$ cat src/sv/hmr_pkg.sv
`default_nettype none
package hmr_pkg;

  localparam int VW       = 48;
  localparam int LOG      = 16;
  localparam int SPAN     = 1 << LOG;
  localparam int NODE_AW  = LOG + 1;
  localparam int TAG_AW   = LOG;
  localparam int POS_W    = LOG + 2;
  localparam int HI_W     = LOG + 1;
  localparam int LVL_W    = 5;
  localparam int KIND_W   = 3;
  localparam int NODE_W   = 2 * VW;
  localparam int TAG_W    = 4 * VW;

  localparam logic [HI_W-1:0]   LIM_MAX   = HI_W'(SPAN);
  localparam logic [HI_W-1:0]   EIU_RESET = HI_W'(SPAN);
  localparam logic [POS_W-1:0]  POS_BASE  = POS_W'(SPAN);

  localparam logic signed [VW-1:0] NEG    = {1'b1, {(VW-1){1'b0}}};
  localparam logic signed [VW-1:0] MAXV   = {1'b0, {(VW-1){1'b1}}};
  localparam logic signed [VW-1:0] NEG_P1 = {1'b1, {(VW-2){1'b0}}, 1'b1};

  localparam logic [KIND_W-1:0] KIND_ADD    = 3'd0;
  localparam logic [KIND_W-1:0] KIND_ASSIGN = 3'd1;
  localparam logic [KIND_W-1:0] KIND_RAISE  = 3'd2;
  localparam logic [KIND_W-1:0] KIND_QMAX   = 3'd3;
  localparam logic [KIND_W-1:0] KIND_QHIST  = 3'd4;
  localparam logic [KIND_W-1:0] KIND_LOAD   = 3'd5;

  typedef enum logic [4:0] {
    ST_CLEAR, ST_IDLE, ST_DN_SEL, ST_PU_TAG, ST_PU_CHK, ST_AP_RD, ST_AP_SUM,
    ST_AP_WR, ST_PU_CLR, ST_MID_SEL, ST_Q_RD, ST_Q_ACC, ST_LEAF, ST_UP_SEL,
    ST_PL_RD0, ST_PL_RD1, ST_PL_WR, ST_DONE
  } state_t;

  typedef enum logic [1:0] {CTX_PUSH0, CTX_PUSH1, CTX_CANON} ctx_t;

  typedef enum logic [1:0] {NW_CLEAR, NW_APPLY, NW_PULL, NW_LEAF} nwsel_t;

  typedef enum logic {TW_IDENT, TW_APPLY} twsel_t;

  typedef struct packed {
    logic               accept;
    logic [NODE_AW-1:0] node_raddr;
    logic               node_we;
    logic [NODE_AW-1:0] node_waddr;
    nwsel_t             node_wsel;
    logic [TAG_AW-1:0]  tag_raddr;
    logic               tag_we;
    logic [TAG_AW-1:0]  tag_waddr;
    twsel_t             tag_wsel;
    logic               ops_tag;
    logic               ops_item;
    logic               sum_en;
    logic               pl_first;
    logic               acc_en;
  } cmd_t;

  function automatic logic signed [VW-1:0] smax(input logic signed [VW-1:0] x,
                                                input logic signed [VW-1:0] y);
    return (x > y) ? x : y;
  endfunction

  // Saturating add; negative infinity absorbs.
  function automatic logic signed [VW-1:0] sadd(input logic signed [VW-1:0] x,
                                                input logic signed [VW-1:0] y);
    logic [VW:0] s;
    s = {x[VW-1], x} + {y[VW-1], y};
    if (x == NEG || y == NEG) return NEG;
    if (!s[VW] && s[VW-1]) return MAXV;
    if (s[VW] && !s[VW-1]) return NEG_P1;
    if (s[VW-1:0] == NEG) return NEG_P1;
    return s[VW-1:0];
  endfunction

endpackage
`default_nettype wire

$ cat src/sv/hmr_ctrl.sv
`default_nettype none
module hmr_ctrl (
  input  wire logic                       clk,
  input  wire logic                       rst_n,
  input  wire logic                       start,
  input  wire logic [hmr_pkg::KIND_W-1:0] in_kind,
  input  wire logic [15:0]                in_lo,
  input  wire logic [hmr_pkg::HI_W-1:0]   in_hi,
  input  wire logic                       cfg_valid,
  input  wire logic [hmr_pkg::HI_W-1:0]   cfg_elements_in_use,
  input  wire logic                       tag_ident,
  output logic                            cfg_ready,
  output logic                            busy,
  output logic                            out_valid,
  output hmr_pkg::cmd_t                   cmd
);

  hmr_pkg::state_t state_r, state_nxt;
  hmr_pkg::ctx_t   ctx_r, ctx_nxt;
  logic [hmr_pkg::NODE_AW-1:0] clr_r, clr_nxt;
  logic [hmr_pkg::HI_W-1:0]    eiu_r;
  logic [hmr_pkg::KIND_W-1:0]  kind_r, kind_nxt;
  logic [hmr_pkg::LVL_W-1:0]   lvl_r, lvl_nxt;
  logic [1:0]                  side_r, side_nxt;
  logic [hmr_pkg::POS_W-1:0]   L_r, L_nxt, R_r, R_nxt, l_r, l_nxt, r_r, r_nxt;
  logic [hmr_pkg::TAG_AW-1:0]  k_r, k_nxt;
  logic [hmr_pkg::NODE_AW-1:0] c_r, c_nxt;

  logic [hmr_pkg::HI_W-1:0]  lim, hic;
  logic [hmr_pkg::POS_W-1:0] pos_l, pos_r, mask, kpos, rm1, rdec;
  logic                      need, is_query;

  always_ff @(posedge clk) begin
    if (!rst_n) begin
      state_r <= hmr_pkg::ST_CLEAR;
      clr_r   <= '0;
      eiu_r   <= hmr_pkg::EIU_RESET;
    end else begin
      state_r <= state_nxt;
      clr_r   <= clr_nxt;
      if (cfg_valid) begin
        eiu_r <= cfg_elements_in_use;
      end
    end
  end

  always_ff @(posedge clk) begin
    ctx_r  <= ctx_nxt;
    kind_r <= kind_nxt;
    lvl_r  <= lvl_nxt;
    side_r <= side_nxt;
    L_r    <= L_nxt;
    R_r    <= R_nxt;
    l_r    <= l_nxt;
    r_r    <= r_nxt;
    k_r    <= k_nxt;
    c_r    <= c_nxt;
  end

  assign lim      = (eiu_r > hmr_pkg::LIM_MAX) ? hmr_pkg::LIM_MAX : eiu_r;
  assign hic      = (in_hi > lim) ? lim : in_hi;
  assign pos_l    = {2'b01, in_lo};
  assign pos_r    = {1'b0, hic} + hmr_pkg::POS_BASE;
  assign mask     = (hmr_pkg::POS_W'(1) << lvl_r) - hmr_pkg::POS_W'(1);
  assign rm1      = R_r - hmr_pkg::POS_W'(1);
  assign rdec     = r_r - hmr_pkg::POS_W'(1);
  assign need     = (side_r == 2'd0) ? |(L_r & mask) : |(R_r & mask);
  assign kpos     = (side_r == 2'd0) ? (L_r >> lvl_r) : (rm1 >> lvl_r);
  assign is_query = kind_r inside {hmr_pkg::KIND_QMAX, hmr_pkg::KIND_QHIST};

  always_comb begin
    state_nxt = state_r;
    ctx_nxt   = ctx_r;
    clr_nxt   = clr_r;
    kind_nxt  = kind_r;
    lvl_nxt   = lvl_r;
    side_nxt  = side_r;
    L_nxt     = L_r;
    R_nxt     = R_r;
    l_nxt     = l_r;
    r_nxt     = r_r;
    k_nxt     = k_r;
    c_nxt     = c_r;
    case (state_r)
      hmr_pkg::ST_CLEAR: begin
        clr_nxt = clr_r + 1'b1;
        if (&clr_r) state_nxt = hmr_pkg::ST_IDLE;
      end
      hmr_pkg::ST_IDLE: begin
        if (start) begin
          kind_nxt = in_kind;
          L_nxt    = pos_l;
          R_nxt    = pos_r;
          lvl_nxt  = hmr_pkg::LVL_W'(hmr_pkg::LOG);
          side_nxt = 2'd0;
          if (in_kind == hmr_pkg::KIND_LOAD) begin
            R_nxt = pos_l + hmr_pkg::POS_W'(1);
            if ({1'b0, in_lo} < lim) state_nxt = hmr_pkg::ST_DN_SEL;
          end else if (in_kind inside {hmr_pkg::KIND_ADD, hmr_pkg::KIND_ASSIGN,
                                       hmr_pkg::KIND_RAISE}) begin
            if ({1'b0, in_lo} < hic) state_nxt = hmr_pkg::ST_DN_SEL;
          end else if (in_kind inside {hmr_pkg::KIND_QMAX, hmr_pkg::KIND_QHIST}) begin
            state_nxt = ({1'b0, in_lo} < hic) ? hmr_pkg::ST_DN_SEL : hmr_pkg::ST_DONE;
          end
        end
      end
      hmr_pkg::ST_DN_SEL: begin
        if (lvl_r == '0) begin
          if (kind_r == hmr_pkg::KIND_LOAD) begin
            state_nxt = hmr_pkg::ST_LEAF;
          end else begin
            state_nxt = hmr_pkg::ST_MID_SEL;
            l_nxt     = L_r;
            r_nxt     = R_r;
            side_nxt  = 2'd0;
          end
        end else begin
          k_nxt = kpos[hmr_pkg::TAG_AW-1:0];
          if (side_r == 2'd0) begin
            side_nxt = 2'd1;
          end else begin
            side_nxt = 2'd0;
            lvl_nxt  = lvl_r - 1'b1;
          end
          if (need) state_nxt = hmr_pkg::ST_PU_TAG;
        end
      end
      hmr_pkg::ST_PU_TAG: state_nxt = hmr_pkg::ST_PU_CHK;
      hmr_pkg::ST_PU_CHK: begin
        if (tag_ident) begin
          state_nxt = hmr_pkg::ST_DN_SEL;
        end else begin
          state_nxt = hmr_pkg::ST_AP_RD;
          c_nxt     = {k_r, 1'b0};
          ctx_nxt   = hmr_pkg::CTX_PUSH0;
        end
      end
      hmr_pkg::ST_AP_RD:  state_nxt = hmr_pkg::ST_AP_SUM;
      hmr_pkg::ST_AP_SUM: state_nxt = hmr_pkg::ST_AP_WR;
      hmr_pkg::ST_AP_WR: begin
        case (ctx_r)
          hmr_pkg::CTX_PUSH0: begin
            state_nxt = hmr_pkg::ST_AP_RD;
            c_nxt     = {k_r, 1'b1};
            ctx_nxt   = hmr_pkg::CTX_PUSH1;
          end
          hmr_pkg::CTX_PUSH1: state_nxt = hmr_pkg::ST_PU_CLR;
          default:            state_nxt = hmr_pkg::ST_MID_SEL;
        endcase
      end
      hmr_pkg::ST_PU_CLR: state_nxt = hmr_pkg::ST_DN_SEL;
      hmr_pkg::ST_MID_SEL: begin
        ctx_nxt = hmr_pkg::CTX_CANON;
        case (side_r)
          2'd0: begin
            if (l_r >= r_r) begin
              if (is_query) begin
                state_nxt = hmr_pkg::ST_DONE;
              end else begin
                state_nxt = hmr_pkg::ST_UP_SEL;
                lvl_nxt   = hmr_pkg::LVL_W'(1);
              end
            end else begin
              side_nxt = 2'd1;
              if (l_r[0]) begin
                c_nxt     = l_r[hmr_pkg::NODE_AW-1:0];
                l_nxt     = l_r + hmr_pkg::POS_W'(1);
                state_nxt = is_query ? hmr_pkg::ST_Q_RD : hmr_pkg::ST_AP_RD;
              end
            end
          end
          2'd1: begin
            side_nxt = 2'd2;
            if (r_r[0]) begin
              c_nxt     = rdec[hmr_pkg::NODE_AW-1:0];
              r_nxt     = rdec;
              state_nxt = is_query ? hmr_pkg::ST_Q_RD : hmr_pkg::ST_AP_RD;
            end
          end
          default: begin
            side_nxt = 2'd0;
            l_nxt    = l_r >> 1;
            r_nxt    = r_r >> 1;
          end
        endcase
      end
      hmr_pkg::ST_Q_RD:  state_nxt = hmr_pkg::ST_Q_ACC;
      hmr_pkg::ST_Q_ACC: state_nxt = hmr_pkg::ST_MID_SEL;
      hmr_pkg::ST_LEAF: begin
        state_nxt = hmr_pkg::ST_UP_SEL;
        lvl_nxt   = hmr_pkg::LVL_W'(1);
        side_nxt  = 2'd0;
      end
      hmr_pkg::ST_UP_SEL: begin
        if (lvl_r == hmr_pkg::LVL_W'(hmr_pkg::LOG + 1)) begin
          state_nxt = hmr_pkg::ST_IDLE;
        end else begin
          k_nxt = kpos[hmr_pkg::TAG_AW-1:0];
          if (side_r == 2'd0) begin
            side_nxt = 2'd1;
          end else begin
            side_nxt = 2'd0;
            lvl_nxt  = lvl_r + 1'b1;
          end
          if (need) state_nxt = hmr_pkg::ST_PL_RD0;
        end
      end
      hmr_pkg::ST_PL_RD0: state_nxt = hmr_pkg::ST_PL_RD1;
      hmr_pkg::ST_PL_RD1: state_nxt = hmr_pkg::ST_PL_WR;
      hmr_pkg::ST_PL_WR:  state_nxt = hmr_pkg::ST_UP_SEL;
      hmr_pkg::ST_DONE:   state_nxt = hmr_pkg::ST_IDLE;
      default:            state_nxt = hmr_pkg::ST_IDLE;
    endcase
  end

  always_comb begin
    cmd            = '0;
    cmd.node_wsel  = hmr_pkg::NW_CLEAR;
    cmd.tag_wsel   = hmr_pkg::TW_IDENT;
    busy           = (state_r != hmr_pkg::ST_IDLE);
    out_valid      = 1'b0;
    cfg_ready      = 1'b1;
    case (state_r)
      hmr_pkg::ST_CLEAR: begin
        cmd.node_we    = 1'b1;
        cmd.node_waddr = clr_r;
        cmd.tag_we     = ~clr_r[hmr_pkg::NODE_AW-1];
        cmd.tag_waddr  = clr_r[hmr_pkg::TAG_AW-1:0];
      end
      hmr_pkg::ST_IDLE:   cmd.accept = start;
      hmr_pkg::ST_PU_TAG: cmd.tag_raddr = k_r;
      hmr_pkg::ST_PU_CHK: cmd.ops_tag = 1'b1;
      hmr_pkg::ST_AP_RD: begin
        cmd.node_raddr = c_r;
        cmd.tag_raddr  = c_r[hmr_pkg::TAG_AW-1:0];
      end
      hmr_pkg::ST_AP_SUM: cmd.sum_en = 1'b1;
      hmr_pkg::ST_AP_WR: begin
        cmd.node_we    = 1'b1;
        cmd.node_waddr = c_r;
        cmd.node_wsel  = hmr_pkg::NW_APPLY;
        cmd.tag_we     = ~c_r[hmr_pkg::NODE_AW-1];
        cmd.tag_waddr  = c_r[hmr_pkg::TAG_AW-1:0];
        cmd.tag_wsel   = hmr_pkg::TW_APPLY;
      end
      hmr_pkg::ST_PU_CLR: begin
        cmd.tag_we    = 1'b1;
        cmd.tag_waddr = k_r;
      end
      hmr_pkg::ST_MID_SEL: cmd.ops_item = 1'b1;
      hmr_pkg::ST_Q_RD:    cmd.node_raddr = c_r;
      hmr_pkg::ST_Q_ACC:   cmd.acc_en = 1'b1;
      hmr_pkg::ST_LEAF: begin
        cmd.node_we    = 1'b1;
        cmd.node_waddr = L_r[hmr_pkg::NODE_AW-1:0];
        cmd.node_wsel  = hmr_pkg::NW_LEAF;
      end
      hmr_pkg::ST_PL_RD0: cmd.node_raddr = {k_r, 1'b0};
      hmr_pkg::ST_PL_RD1: begin
        cmd.node_raddr = {k_r, 1'b1};
        cmd.pl_first   = 1'b1;
      end
      hmr_pkg::ST_PL_WR: begin
        cmd.node_we    = 1'b1;
        cmd.node_waddr = {1'b0, k_r};
        cmd.node_wsel  = hmr_pkg::NW_PULL;
      end
      hmr_pkg::ST_DONE: out_valid = 1'b1;
      default: ;
    endcase
  end

endmodule
`default_nettype wire

$ cat config.mk
export PLATFORM = sky130hd
export DESIGN_NAME = hmr_ctrl
export DESIGN_NICKNAME = d
export VERILOG_FILES = /design/src/sv/hmr_pkg.sv /design/src/sv/hmr_ctrl.sv
export SDC_FILE = /design/constraint.sdc
export NUM_CORES = 1
export LEC_CHECK = 0
export ABC_CLOCK_PERIOD_IN_PS = 4400
export BUFFER_PORTS_ARGS = -buffer_cell sky130_fd_sc_hd__buf_2
export CORE_MARGIN = 3
export CORE_UTILIZATION = 40
export DETAILED_ROUTE_END_ITERATION = 16
export SYNTH_ARGS = -nofsm -noshare
export SYNTH_HDL_FRONTEND = slang
export SYNTH_SLANG_ARGS = --single-unit
$ cat constraint.sdc
create_clock -name clk -period 4.4 [get_ports clk]
set_input_delay 0.88 -clock clk [delete_from_list [all_inputs] [get_ports clk]]
set_output_delay 0.88 -clock clk [all_outputs]
set_load 0.1 [all_outputs]
Word-level counts from Yosys, hierarchy flattened
Index checks and enable logic that the tools add are counted.
{"block": "classes", "n_shift": 3, "eq_ne": 55, "addsub": 9, "bitwise_logic": 4, "n_lt_le_gt_ge": 5, "n_mux": 81, "reduce_logical": 28}
{"op": "17-bit case mux with 3 select lines", "n": 3}
{"op": "18-bit 2-to-1 mux", "n": 8}
{"op": "18-bit case mux with 2 select lines", "n": 4}
{"op": "5-bit 2-to-1 mux", "n": 24}
{"op": "17-bit 2-to-1 mux", "n": 7}
{"op": "5-bit case mux with 16 select lines", "n": 1}
{"op": "18-bit case mux with 4 select lines", "n": 1}
{"op": "16-bit case mux with 2 select lines", "n": 2}
{"op": "16-bit 2-to-1 mux", "n": 3}
{"op": "5-bit by 4-bit equality test with 1-bit output (second input constant)", "n": 8}
{"op": "18-bit OR reduction", "n": 2}
{"op": "18-bit by 1-bit subtractor with 18-bit output (second input constant)", "n": 2}
{"op": "16-bit by 17-bit < comparator with 1-bit output", "n": 2}
{"op": "17-bit case mux with 2 select lines", "n": 1}
{"op": "2-bit != test (second input constant)", "n": 15}
{"op": "5-bit case mux with 5 select lines", "n": 1}
{"op": "3-bit != test (second input constant)", "n": 8}
{"op": "5-bit by 3-bit equality test with 1-bit output (second input constant)", "n": 4}
{"op": "17-bit by 1-bit adder with 18-bit output (second input constant)", "n": 1}
{"op": "17-bit by 17-bit adder with 18-bit output (second input constant)", "n": 1}
{"op": "18-bit by 1-bit adder with 18-bit output (second input constant)", "n": 1}
{"op": "17-bit by 18-bit bitwise AND with 18-bit output", "n": 1}
{"op": "18-bit bitwise AND", "n": 1}
{"op": "18-bit greater-or-equal comparator", "n": 1}
{"op": "other kinds (44)", "n": 83}
{"block": "word_totals", "reg_bits": 154, "word_cells": 200}

Logic depth before layout (Yosys ltp)
{"block": "logic_depth", "ltp_word": 11, "depth_mapped": 22, "ltp_nobuf": 20}

Worst setup path before layout
Ideal clock, no wire load.
{"block": "synth_timing", "path_kind": "register to register", "startpoint": "register eiu_r[6] in the netlist's numbering", "endpoint": "register state_r[4]", "path_stages_with_launch": 23, "path_buffers": 2, "t_arrival_ns": 4.602, "path_slack_ns": -0.278, "setup_ns": 0.076, "path_cell_list": "dfxtp_1 nor4_1 a41o_1 clkbuf_1 nand2_1 ha_1 nand2_1 o21a_1 o221a_2 o21ai_1 nand2_1 clkbuf_1 nor2_1 a21oi_1 ha_1 a21o_1 a21oi_1 o221a_2 o22ai_1 a31o_2 a221o_1 a211oi_1 a21boi_0"}
{"block": "synth_via", "elab_chain_len": 11, "elab_cells_between_ends": 15, "classes_between": "4 x order compare; 2 x eq/ne; 8 x mux; 1 x reduce/logical"}
{"element": "start, declared", "line_no": "hmr_ctrl.sv:21", "text": "logic [hmr_pkg::HI_W-1:0] eiu_r;"}
{"element": "start signal, assigned", "line_no": "hmr_ctrl.sv:37", "text": "eiu_r <= hmr_pkg::EIU_RESET;"}
{"element": "start signal, assigned", "line_no": "hmr_ctrl.sv:42", "text": "eiu_r <= cfg_elements_in_use;"}
{"element": "17-bit > comparator", "line_no": "hmr_ctrl.sv:60", "text": "assign lim = (eiu_r > hmr_pkg::LIM_MAX) ? hmr_pkg::LIM_MAX : eiu_r;"}
{"element": "17-bit 2-to-1 mux (*)", "line_no": "hmr_ctrl.sv:60"}
{"element": "17-bit > comparator", "line_no": "hmr_ctrl.sv:61", "text": "assign hic = (in_hi > lim) ? lim : in_hi;"}
{"element": "17-bit 2-to-1 mux", "line_no": "hmr_ctrl.sv:61"}
{"element": "16-bit by 17-bit < comparator with 1-bit output", "line_no": "hmr_ctrl.sv:101, hmr_ctrl.sv:103"}
{"element": "5-bit 2-to-1 mux", "line_no": "hmr_ctrl.sv:103", "text": "state_nxt = ({1'b0, in_lo} < hic) ? hmr_pkg::ST_DN_SEL : hmr_pkg::ST_DONE;"}
{"element": "5-bit 2-to-1 mux", "line_no": "hmr_ctrl.sv:102", "text": "end else if (in_kind inside {hmr_pkg::KIND_QMAX, hmr_pkg::KIND_QHIST}) begin"}
{"element": "5-bit 2-to-1 mux", "line_no": "hmr_ctrl.sv:99", "text": "end else if (in_kind inside {hmr_pkg::KIND_ADD, hmr_pkg::KIND_ASSIGN,"}
{"element": "5-bit 2-to-1 mux", "line_no": "hmr_ctrl.sv:96", "text": "if (in_kind == hmr_pkg::KIND_LOAD) begin"}
{"element": "5-bit 2-to-1 mux", "line_no": "hmr_ctrl.sv:90", "text": "if (start) begin"}
{"element": "5-bit case mux with 16 select lines", "line_no": "hmr_ctrl.sv:84", "text": "case (state_r)"}
{"element": "end signal, assigned", "line_no": "hmr_ctrl.sv:35", "text": "state_r <= hmr_pkg::ST_CLEAR;"}
{"element": "end signal, assigned", "line_no": "hmr_ctrl.sv:39", "text": "state_r <= state_nxt;"}
{"element": "end, declared", "line_no": "hmr_ctrl.sv:18", "text": "hmr_pkg::state_t state_r, state_nxt;"}
Mark *: on every way between the ends. The rest lies on a longest branch, timed or not. The select of a mux whose other input is x is not followed.
A chain may end at the register's enable or synchronous reset.

Final worst setup path
{"block": "layout_timing", "startpoint": "register eiu_r[1] in the netlist's numbering", "endpoint": "register state_r[4]"}
Same word-level chain as after synthesis.

==> run_results.csv <==
group,metric,value,unit
outcome,outcome,"finished, violations left",
outcome,violations,"setup timing",
clock_network,clk_pin_slew,0.07,ns
logic_synthesis,syn_area,12300,sq um
clock_network,max-clock-path-buffers,2,
timing,fin_setup_tns,-0.782,ns
floorplanning,start_util,41.1,%
logic_synthesis,post-synth-top-count-cell,"nor2_1",
critical_path,worst_ep_required_time,4.79,ns
clock_network,cts_buffers,17,
timing,relSlewSlack,31.1,%
timing,fmax,0.214,GHz
timing,hold_viol,0,
timing,worst_pin_slew,1.03,ns
drt,drt_iter0_markers,1304,
logic_synthesis,avgSynthCellArea,8.47,sq um
grt,grt_pass1_wl,69900,microns
clock_network,htreeDepth,4,
timing,setup_viol,3,
clock_network,cts_sinks,154,
cells_and_area,finalCoreUtilization,50.6,%
drt,drt-wirelength-per-cell,22.7,microns
grt,grt_pass1_vias,11900,
drt,drt-total-wl,46300,microns
placed_design,io_buffers,136,
timing,skew,0.0151,ns
run,cap_violations,0,
critical_path,startpoint_type,"register",
critical_path,crit_fanout,7,
clock_network,clk_latency,0.45,ns
floorplanning,die_area,32900,sq um
logic_synthesis,syn_inst,1454,
placed_design,dpl.hpwl,34300,microns
grt,antenna_found_initial,0,
timing,final-max-slew-violation-count,0,
cells_and_area,final_cells,2040,
cells_and_area,drive_gt1_share,23.3,%
critical_path,path_class,"reg2reg",
logic_synthesis,async_flop_share,0,%
logic_synthesis,synth_seq_area_share,34.4,%
drt,vias_per_cell,6.20,
floorplanning,num_io_pins,138,
placed_design,gp_congestion,0.945,
timing,rsz0062_at_grt,"true",
drt,drc_errors,0,
logic_synthesis,synth_cell_type_count,75,
clock_network,cts-root-buf,"clkbuf_16",
floorplanning,placementRows,63,
logic_synthesis,synth_edf_count,115,
floorplanning,die_w,181,microns
min_path,worstHoldPathType,"reg2reg",
floorplanning,coreArea,30000,sq um
logic_synthesis,yosys_warnings,0,
drt,via_count,12700,
logic_synthesis,synth_top_area_share,28.0,%
grt,grt_use_total,27.3,%
cells_and_area,synthToLayoutAreaGrowth,23.0,%
drt,antenna_left,0,
cells_and_area,insertedDiodeCount,0,
critical_path,cp.arrival,5.07,ns
logic_synthesis,synth_largest_area_cell,"edfxtp_1",
power,p_leak,6.26,nW
critical_path,worst_setup_path_end_kind,"register",
logic_synthesis,ys_top_cells_by_area,"edfxtp_1 (28%), ha_1 (7.9%), dfxtp_1 (6.3%)",
power,p_per_area,497,nW/um^2
timing,finalCriticalPeriod,4.68,ns
grt,grt_max_degree,49,
placed_design,preCtsSetupSlack,-0.396,ns
grt,overflow,0,
logic_synthesis,synth.ff_latch_count,154,
placed_design,dp_cells,1995,
logic_synthesis,synth_top_flop_cell,"edfxtp_1",
power,ir_drop,0.345,mV
logic_synthesis,syn-num-nets,1591,
logic_synthesis,synth_common_cells,"nor2_1 (186), nand2_1 (130), a21oi_1 (127)",
timing,fin_crit_sh,106,%
floorplanning,fp.dieH,181,microns
timing,worst_slack,-0.278,ns
timing,holdWs,0.510,ns
cells_and_area,fin_nets,1774,
clock_network,cts_tree,"yes",
drt,dr.pass1.iters,6,
[flip-flops by register name, indices dropped and copies added (netlist names)]
name,count
R_r,18
l_r,18
r_r,18
c_r,17
clr_r,17
eiu_r,17
L_r,16
k_r,16
lvl_r,5
state_r,5
kind_r,3
ctx_r,2
side_r,2
[through the flow]
step | cell area [sq um] | power (W)
after floorplan | 12300 | 0.00476
after global placement | 14000 | 0.00584
after detailed placement | 14000 | 0.00587
after CTS | 15100 | 0.00743
after global routing | 15100 | 0.00787
final | 15100 | 0.00752
[logic make-up after synthesis]
family	after synthesis	synth area share (%)
buffers and inverters	149	4.66
AOI/OAI and AO/OA	450	24.8
muxes	44	3.96
xor gates and xnor gates	62	4.41
other	1	0.0305
and+or+nand+nor	515	19.6
adders and majority gates	79	8.09
DFF	154	34.4
[power by group]
group	switching [W]	total (W)	internal, W
clock network	0.000674	0.00146	0.000790
registers	0.000319	0.00217	0.00185
logic	0.00268	0.00389	0.00121
total	0.00367	0.00752	0.00385
[path summary, 6_finish.rpt]
path,start,end,slack (ns),depth (start not counted)
setup / recovery,eiu_r[1]$_SDFFE_PN0P_,state_r[4]$_SDFFE_PN0P_,-0.28,25
hold / removal,clr_r[1]$_SDFFE_PN0N_,clr_r[1]$_SDFFE_PN0N_,0.51,2
setup reg to reg,eiu_r[1]$_SDFFE_PN0P_,state_r[4]$_SDFFE_PN0P_,-0.28,25
hold reg to reg,clr_r[1]$_SDFFE_PN0N_,clr_r[1]$_SDFFE_PN0N_,0.51,2
[critical path, stage by stage (launching register included)]
cell	delay, ns
dfxtp_2	0.33
nor4_2	0.25
buf_4	0.16
a41o_1	0.23
buf_6	0.18
buf_6	0.13
nand2_4	0.06
ha_4	0.17
a211oi_4	0.21
o221ai_2	0.13
a211oi_2	0.26
o21ai_4	0.11
nand2_4	0.12
buf_6	0.13
buf_16	0.14
nor2_4	0.05
a21oi_2	0.13
ha_1	0.26
a21o_1	0.17
a21oi_2	0.13
o221a_2	0.20
o22ai_1	0.07
a31o_2	0.23
a221o_1	0.35
a211oi_2	0.23
a21boi_2	0.18
[cell type report]
cell class | count | area, sq um
multi-input cells | 1151 | 7950
clock inverters | 15 | 141
inverters | 57 | 215
fillers | 2807 | 14800
flip-flops and latches | 154 | 4240
clock buffers | 17 | 425
well taps | 390 | 488
repair buffers | 256 | 1690
[repair_timing]
item | in CTS | in global routing
hold buffers | 0 | 0
cloned | 4 | 0
endpoints found under the setup margin | 3 | 3
buffers inserted | 8 | 2
gates resized for setup | 70 | 13
pin swaps | 43 | 5
[metal layers]
layer / vias to the layer above / routed length, microns / global-route usage [%]
li1: 5820 / - / -
met1: 6081 / 18900 / 35.3
met2: 638 / 21600 / 44.5
met3: 112 / 3830 / 5.75
met4: 0 / 1900 / 11.4
met5: - / 0 / 0
[layout by cell type (no fill, tap or decap), types with 32 or more instances in the layout]
master	n
nor2_1	180
mux2i_1	33
xnor2_1	34
edfxtp_1	115
inv_1	55
buf_2	136
buf_4	110
nand2_1	120
ha_1	66
a21oi_1	110
a22o_1	51
o21ai_0	71
nand3_1	32
dfxtp_1	38
Power figures use the tool's default switching activity.
